**src/rtl/soiir_pkg.sv**
```systemverilog
package soiir_pkg;

    localparam int COEF_WIDTH      = 32;
    localparam int CFG_INDEX_WIDTH = 2;

    typedef enum logic [CFG_INDEX_WIDTH-1:0] {
        REG_COEF_B0 = 2'd0,
        REG_COEF_B2 = 2'd1,
        REG_COEF_A1 = 2'd2,
        REG_COEF_A2 = 2'd3
    } t_cfg_index;

    typedef struct packed {
        logic [COEF_WIDTH-1:0] b0;
        logic [COEF_WIDTH-1:0] b2;
        logic [COEF_WIDTH-1:0] a1;
        logic [COEF_WIDTH-1:0] a2;
    } t_coefs;

endpackage

```
**src/rtl/soiir_cfg.sv**
```systemverilog
module soiir_cfg (
    input  logic                                   i_clk,
    input  logic                                   i_rst_n,
    input  logic                                   i_valid,
    output logic                                   o_ready,
    input  logic [soiir_pkg::CFG_INDEX_WIDTH-1:0]  i_index,
    input  logic [soiir_pkg::COEF_WIDTH-1:0]       i_data,
    output soiir_pkg::t_coefs                      o_coefs
);
    import soiir_pkg::*;

    t_coefs r_coefs;

    assign o_ready = 1'b1;
    assign o_coefs = r_coefs;

    always_ff @(posedge i_clk) begin
        if (!i_rst_n) begin
            r_coefs <= '0;
        end else if (i_valid && o_ready) begin
            unique case (t_cfg_index'(i_index))
                REG_COEF_B0: begin
                    r_coefs.b0 <= i_data;
                end
                REG_COEF_B2: begin
                    r_coefs.b2 <= i_data;
                end
                REG_COEF_A1: begin
                    r_coefs.a1 <= i_data;
                end
                REG_COEF_A2: begin
                    r_coefs.a2 <= i_data;
                end
                default: begin
                    r_coefs <= r_coefs;
                end
            endcase
        end
    end

endmodule

```
**config.mk**
```make
export PLATFORM = sky130hd
export DESIGN_NAME = soiir_cfg
export DESIGN_NICKNAME = d
export VERILOG_FILES = /design/src/rtl/soiir_pkg.sv /design/src/rtl/soiir_cfg.sv
export SDC_FILE = /design/constraint.sdc
export NUM_CORES = 1
export LEC_CHECK = 0
export ABC_AREA = 1
export BUFFER_PORTS_ARGS = -buffer_cell sky130_fd_sc_hd__buf_2
export CAP_MARGIN = 20
export CORE_MARGIN = 2
export CORE_UTILIZATION = 46
export DETAILED_ROUTE_END_ITERATION = 7
export PLACE_DENSITY = 0.76
export REMOVE_ABC_BUFFERS = 1
export SYNTH_ARGS = -nofsm -noshare
export SYNTH_HDL_FRONTEND = slang
export SYNTH_SLANG_ARGS = --single-unit
```
**constraint.sdc**
```tcl
create_clock -name i_clk -period 0.9 [get_ports i_clk]
set_input_delay 0.135 -clock i_clk [delete_from_list [all_inputs] [get_ports i_clk]]
set_output_delay 0.135 -clock i_clk [all_outputs]
set_load 0.02 [all_outputs]
```
==> reports/qor.txt, run 1 <==
number of synthesized register bits: 128
via count: 5557
hold crit path type: input port to flop
DRT iter0 DRCs: 451
initial core utilization: 46.9%
n_diodes: 0
maximum clock frequency: 978 MHz
Hold Path Depth: 3
CP Launch Type: flop
drt drc: 0
area delta synth->final: 58.4%
Ports: 166
number of antenna violations at the first check in global routing: 0
Placed Cells incl. Taps: 1103
Rows: 39
first-pass GRT wire length: 26.1 mm
drt via density: 4.71
TritonRoute pass-1 iters: 5
arrival time worst endpoint: 0.89 ns
Power, Total: 15.8 mW
syn avg cell area: 6.46 sq um
antenna viol nets, final: 0
GRT Total Usage: 25.7%
Max Fanout on Critical Path: 2
pin count of the biggest net entering global routing: 41
Post-Route WL: 15.7 mm
critical path endpoint category: output port
TritonCTS Buffers: 17
Final Critical Period: 1.02 ns
VDD IR max: 2.01 mV
Worst R2R Path Depth: 4
Leak: 4.50 nW
post-synthesis cell count: 821
Setup-failing EPs final: 128
clk_lat worst skew: 0.42 ns
die width: 111 um
CTS clk-pin slew, worst paths: 0.06 ns
final instance area: 8410 sq um
MaxCap Viol Count: 0
H-tree depth: 4
Crit. path cell count: 1
Required @ worst endpoint: 0.76 ns
number of global-route vias before repair: 5477
Final nets: 1061
Final Non-Filler Cells: 1180
clock tree buffer depth: 2
slowest stage delay, CP: 0.35 ns
PwrDens: 1890 nW/um^2
critical path buffer and inverter count: 1
Max Transition Viols Final: 0
grt ovf: 0
flip-flop count of the largest register after layout: 128
area of the die: 12400 sq um
fin util: 74.3%
GPL Wtd Cong: 0.765
FILL cells: 784
post-synthesis cell type count: 12
die height: 111 um
Sink Count: 128
Mapped Area: 5310 sq um
core footprint: 11300 sq um
critical path's slowest cell: dfxtp_2
share of cells above drive strength 1: 35.5%
most frequent cells in the layout: nand2_1, nor2_1, inv_1
RSZ-0062 raised after global routing: true
Final Hold Viols: 0
Tcrit/Tclk final: 114%
crit path kind: flop to output port
WL per Instance: 13.3 um
tightest hold margin: 0.0158 ns
area of placed instances: 6420 sq um
status: finished, violations left
CTS Root Cell: clkbuf_16
post-route setup slack: -0.123 ns
# port buffers: 164
crit-path leading delay family: flip-flops
Final Skew: 0 ns
TritonCTS clock tree: yes
CP Cell Sequence: buf_6
dpl hpwl: 8.61 mm
failing checks: setup timing
register area share after synthesis: 48.3%
Syn. warnings: 0
cells by family (layout without fill, tap and decap cells):
| family | after synthesis | count (layout) | share of synthesized area [%] |
|---|---|---|---|
| AO/OA/AOI/OAI | 32 | 32 | 3.02 |
| flip-flops | 128 | 128 | 48.3 |
| other | 1 | 1 | 0.0707 |
| AND/OR/NAND/NOR | 484 | 484 | 35.4 |
| buffers and inverters | 176 | 392 | 13.2 |
report_power, final:
part / total [mW] / switching (mW) / internal (mW)
registers: 6.25 / 0.222 / 6.03
clock network: 7.15 / 2.57 / 4.58
logic: 2.44 / 1.33 / 1.12
layer usage:
layer | vias up | share of wire (%) | global-route usage (%) | routed length, um
met2 | 192 | 50 | 45.3 | 7870
li1 | 2785 | - | - | -
met5 | - | 0 | 0 | 0
met3 | 36 | 7.3 | 8.93 | 1150
met1 | 2544 | 40 | 28.5 | 6310
met4 | 0 | 2.6 | 10.5 | 413
worst min-delay path: cells and delay by family:
kind | cells | cell delay, ns
buf+inv | 1 | 0.12
simple gates | 2 | 0.13
synthesized netlist by cell type:
cell | n | area, sq um
nand3_2 | 3 | 30.0
conb_1 | 1 | 3.75
nor2_1 | 224 | 841
inv_1 | 130 | 488
dfxtp_1 | 128 | 2560
nor2_2 | 1 | 6.26
nand2_1 | 224 | 841
clkbuf_1 | 15 | 56.3
nand3_1 | 32 | 160
buf_4 | 1 | 7.51
buf_2 | 30 | 150
a21oi_1 | 32 | 160
layout make-up:
class                      count  area, sq um  share of cell area (%)
timing repair buffer         230         2350                    27.9
tap                          143          179                    2.13
sequential                   128         2720                    32.4
clock buffer                  20          467                    5.55
clock inverter                12          156                    1.86
multi-input combinational    517         2050                    24.3
inverter                     130          488                    5.80
repair_timing:
action                                 CTS  global route
gates resized for setup                384             0
hold buffers                            26             0
endpoints found under the hold margin   58             0
setup endpoints to repair              128           128
buffers inserted                         5            14
metrics by stage:
step	setup WS (ns)	setup TNS (ns)
6_report	-0.123	-12.97
5_1_grt	-0.151	-16.71
4_1_cts	-0.130	-14.50
3_5_place_dp	-0.0962	-7.31
3_3_place_gp	-0.0642	-4.25
2_1_floorplan	-0.815	-57.02
final timing paths:
kind,to,startpoint,slack (ns)
worst max-delay path,o_coefs[121],o_coefs[121],-0.12
worst min-delay path,o_coefs[43],i_data[11],0.02
worst max register to register,o_coefs[127],o_coefs[127],0.06
worst min register to register,o_coefs[99],o_coefs[99],0.48
Note: power is estimated with default switching activity, not from simulation.
==> run 2, diff against run 1 <==
Settings changed: CORE_ASPECT_RATIO from default to 0.5, GPL_ROUTABILITY_DRIVEN from default to 0.
==> reports/qor.txt, run 2 (same netlist as run 1, synthesis figures left out) <==
status: finished, violations left (unchanged)
failing checks: setup timing (unchanged)
pre-CTS setup slack: -0.100 ns (was -0.0962 ns)
Final Skew: 0 ns (unchanged)
Tcrit/Tclk final: 113% (was 114%)
GRT Total Usage: 25.0% (was 25.7%)
VDD IR max: 1.27 mV (was 2.01 mV)
Max Fanout on Critical Path: 2 (unchanged)
commonest non-fill, non-tap cell in the layout: nor2_1
critical path endpoint category: output port (unchanged)
fin util: 73.7% (was 74.3%)
drt drc: 0 (unchanged)
share of cells above drive strength 1: 35.9% (was 35.5%)
Setup-failing EPs final: 128 (unchanged)
Final Critical Period: 1.02 ns (about the same)
switch share: 25.6% (was 26.0%)
Register-to-Register Setup Slack: 0.05 ns (was 0.06 ns)
die height: 79.9 um (was 111 um)
Worst R2R Path Depth: 4 (unchanged)
slowest stage delay, CP: 0.35 ns (about the same)
P_sw: 3.95 mW (was 4.12 mW)
crit path kind: flop to output port (unchanged)
grt ovf: 0 (unchanged)
n_diodes: 0 (unchanged)
Final Non-Filler Cells: 1160 (was 1180)
post-route setup slack: -0.118 ns (was -0.123 ns)
CTS Root Cell: clkbuf_16 (unchanged)
CP Cell Sequence: buf_6 (unchanged)
number of antenna violations at the first check in global routing: 0 (unchanged)
MaxCap Viol Count: 0 (unchanged)
initial core utilization: 47.7% (was 46.9%)
Placed Cells incl. Taps: 1101 (was 1103)
hold crit path type: input port to flop (unchanged)
via count: 5600 (was 5557)
Int Power: 11.5 mW (was 11.7 mW)
dpl hpwl: 9.14 mm (was 8.61 mm)
Hold EP: o_coefs[17] (was o_coefs[43])
Comb power frac: 15.6% (was 15.4%)
H-tree depth: 4 (unchanged)
area delta synth->final: 54.4% (was 58.4%)
number of global-route vias before repair: 5314 (was 5477)
area of the die: 12500 sq um (was 12400 sq um)
DRT iter0 DRCs: 358 (was 451)
Final Hold Viols: 0 (unchanged)
reg-to-reg startpoint: o_coefs[123] (was o_coefs[127])
Leak: 4.41 nW (was 4.50 nW)
clk_lat worst skew: 0.41 ns (was 0.42 ns)
worst reg2reg path endpoint: o_coefs[123] (was o_coefs[127])
drt via density: 4.83 (was 4.71)
TritonCTS Buffers: 17 (unchanged)
Ports: 166 (unchanged)
PwrDens: 1890 nW/um^2 (about the same)
flip-flop count of the largest register after layout: 128 (unchanged)
core footprint: 11100 sq um (was 11300 sq um)
sequential share of power: 40.5% (was 39.5%)
critical path buffer and inverter count: 1 (unchanged)
CP Launch Type: flop (unchanged)
TritonRoute pass-1 iters: 5 (unchanged)
crit-path leading delay family: flip-flops (unchanged)
Hold Path Depth: 3 (unchanged)
CTS clk-pin slew, worst paths: 0.06 ns (about the same)
Required @ worst endpoint: 0.76 ns (about the same)
Post-Route WL: 16.2 mm (was 15.7 mm)
TritonCTS clock tree: yes (unchanged)
maximum clock frequency: 983 MHz (was 978 MHz)
Sink Count: 128 (unchanged)
critical path's slowest cell: dfxtp_2 (unchanged)
hold_sp: i_data[17] (was i_data[11])
first-pass GRT wire length: 24.8 mm (was 26.1 mm)
setup TNS: -11.42 ns (was -12.97 ns)
WL per Instance: 14.0 um (was 13.3 um)
antenna viol nets, final: 0 (unchanged)
# port buffers: 164 (unchanged)
RSZ-0062 raised after global routing: true (unchanged)
most frequent cells in the layout: nor2_1, nand2_1, inv_1 (was nand2_1, nor2_1, inv_1)
Power, Total: 15.5 mW (was 15.8 mW)
die width: 156 um (was 111 um)
Rows: 27 (was 39)
clock tree buffer depth: 2 (unchanged)
arrival time worst endpoint: 0.88 ns (was 0.89 ns)
Final nets: 1041 (was 1061)
part of the power in the clock network: 44.0% (was 45.1%)
pin count of the biggest net entering global routing: 43 (was 41)
Max Transition Viols Final: 0 (unchanged)
## run 2: worst max-delay path by stage
stage                   endpoint         start  slack [ns]  depth (start not counted)
finish              o_coefs[124]  o_coefs[124]       -0.12                          1
CTS                  o_coefs[67]   o_coefs[67]       -0.11                          1
global route         o_coefs[25]   o_coefs[25]       -0.14                          1
global placement     o_coefs[77]    i_index[1]       -0.06                          7
detailed placement    o_coefs[6]    i_index[0]       -0.10                          5
floorplan           o_coefs[100]    i_index[1]       -0.81                          4
## run 2: tightest hold or removal path: cells and delay by family
family        cells  cell delay, ns
simple gates      2            0.13
buf+inv           1            0.11
## run 2: cell type report
type / instances / area (sq um)
Fill cell: 772 / 2920
Sequential cell: 128 / 2720
Timing Repair Buffer: 210 / 2160
Multi-Input combinational cell: 517 / 2050
Clock buffer: 25 / 505
Inverter: 130 / 488
Tap cell: 145 / 181
Clock inverter: 5 / 77.6
## run 2: power by group through the flow
stage                     clock network (mW)  registers [mW]  logic [mW]
after floorplan                            0            6.60       0.661
after global placement                     0            6.22        1.85
after detailed placement                   0            6.23        1.89
after CTS                               6.81            6.25        2.29
after global routing                    7.08            6.28        2.60
final                                   6.80            6.26        2.41
## run 2: metrics by stage
| stage | hold WS (ns) | area (sq um) |
|---|---|---|
| detailed placement | 0.415 | 6400 |
| global placement | 0.409 | 6400 |
| global route | 0.00795 | 8190 |
| finish | 0.00634 | 8190 |
| CTS | 0.0000670 | 8070 |
| floorplan | 0.255 | 5090 |
## run 2: metal layers
metal | track usage (%) | share of wire (%) | up-vias
met1 | 27.9 | 40 | 2573
met5 | 0 | 0 | -
met4 | 15.2 | 4.6 | 0
met3 | 4.89 | 5.4 | 62
li1 | - | - | 2745
met2 | 45.0 | 50 | 220
## run 2: what timing repair did
item | in CTS | in global routing
setup endpoints to repair | 128 | 129
endpoints found under the hold margin | 9 | 0
buffers inserted | 6 | 15
gates resized for setup | 384 | 3
hold buffers | 8 | 0
cloned | 0 | 0
pin swaps | 0 | 1
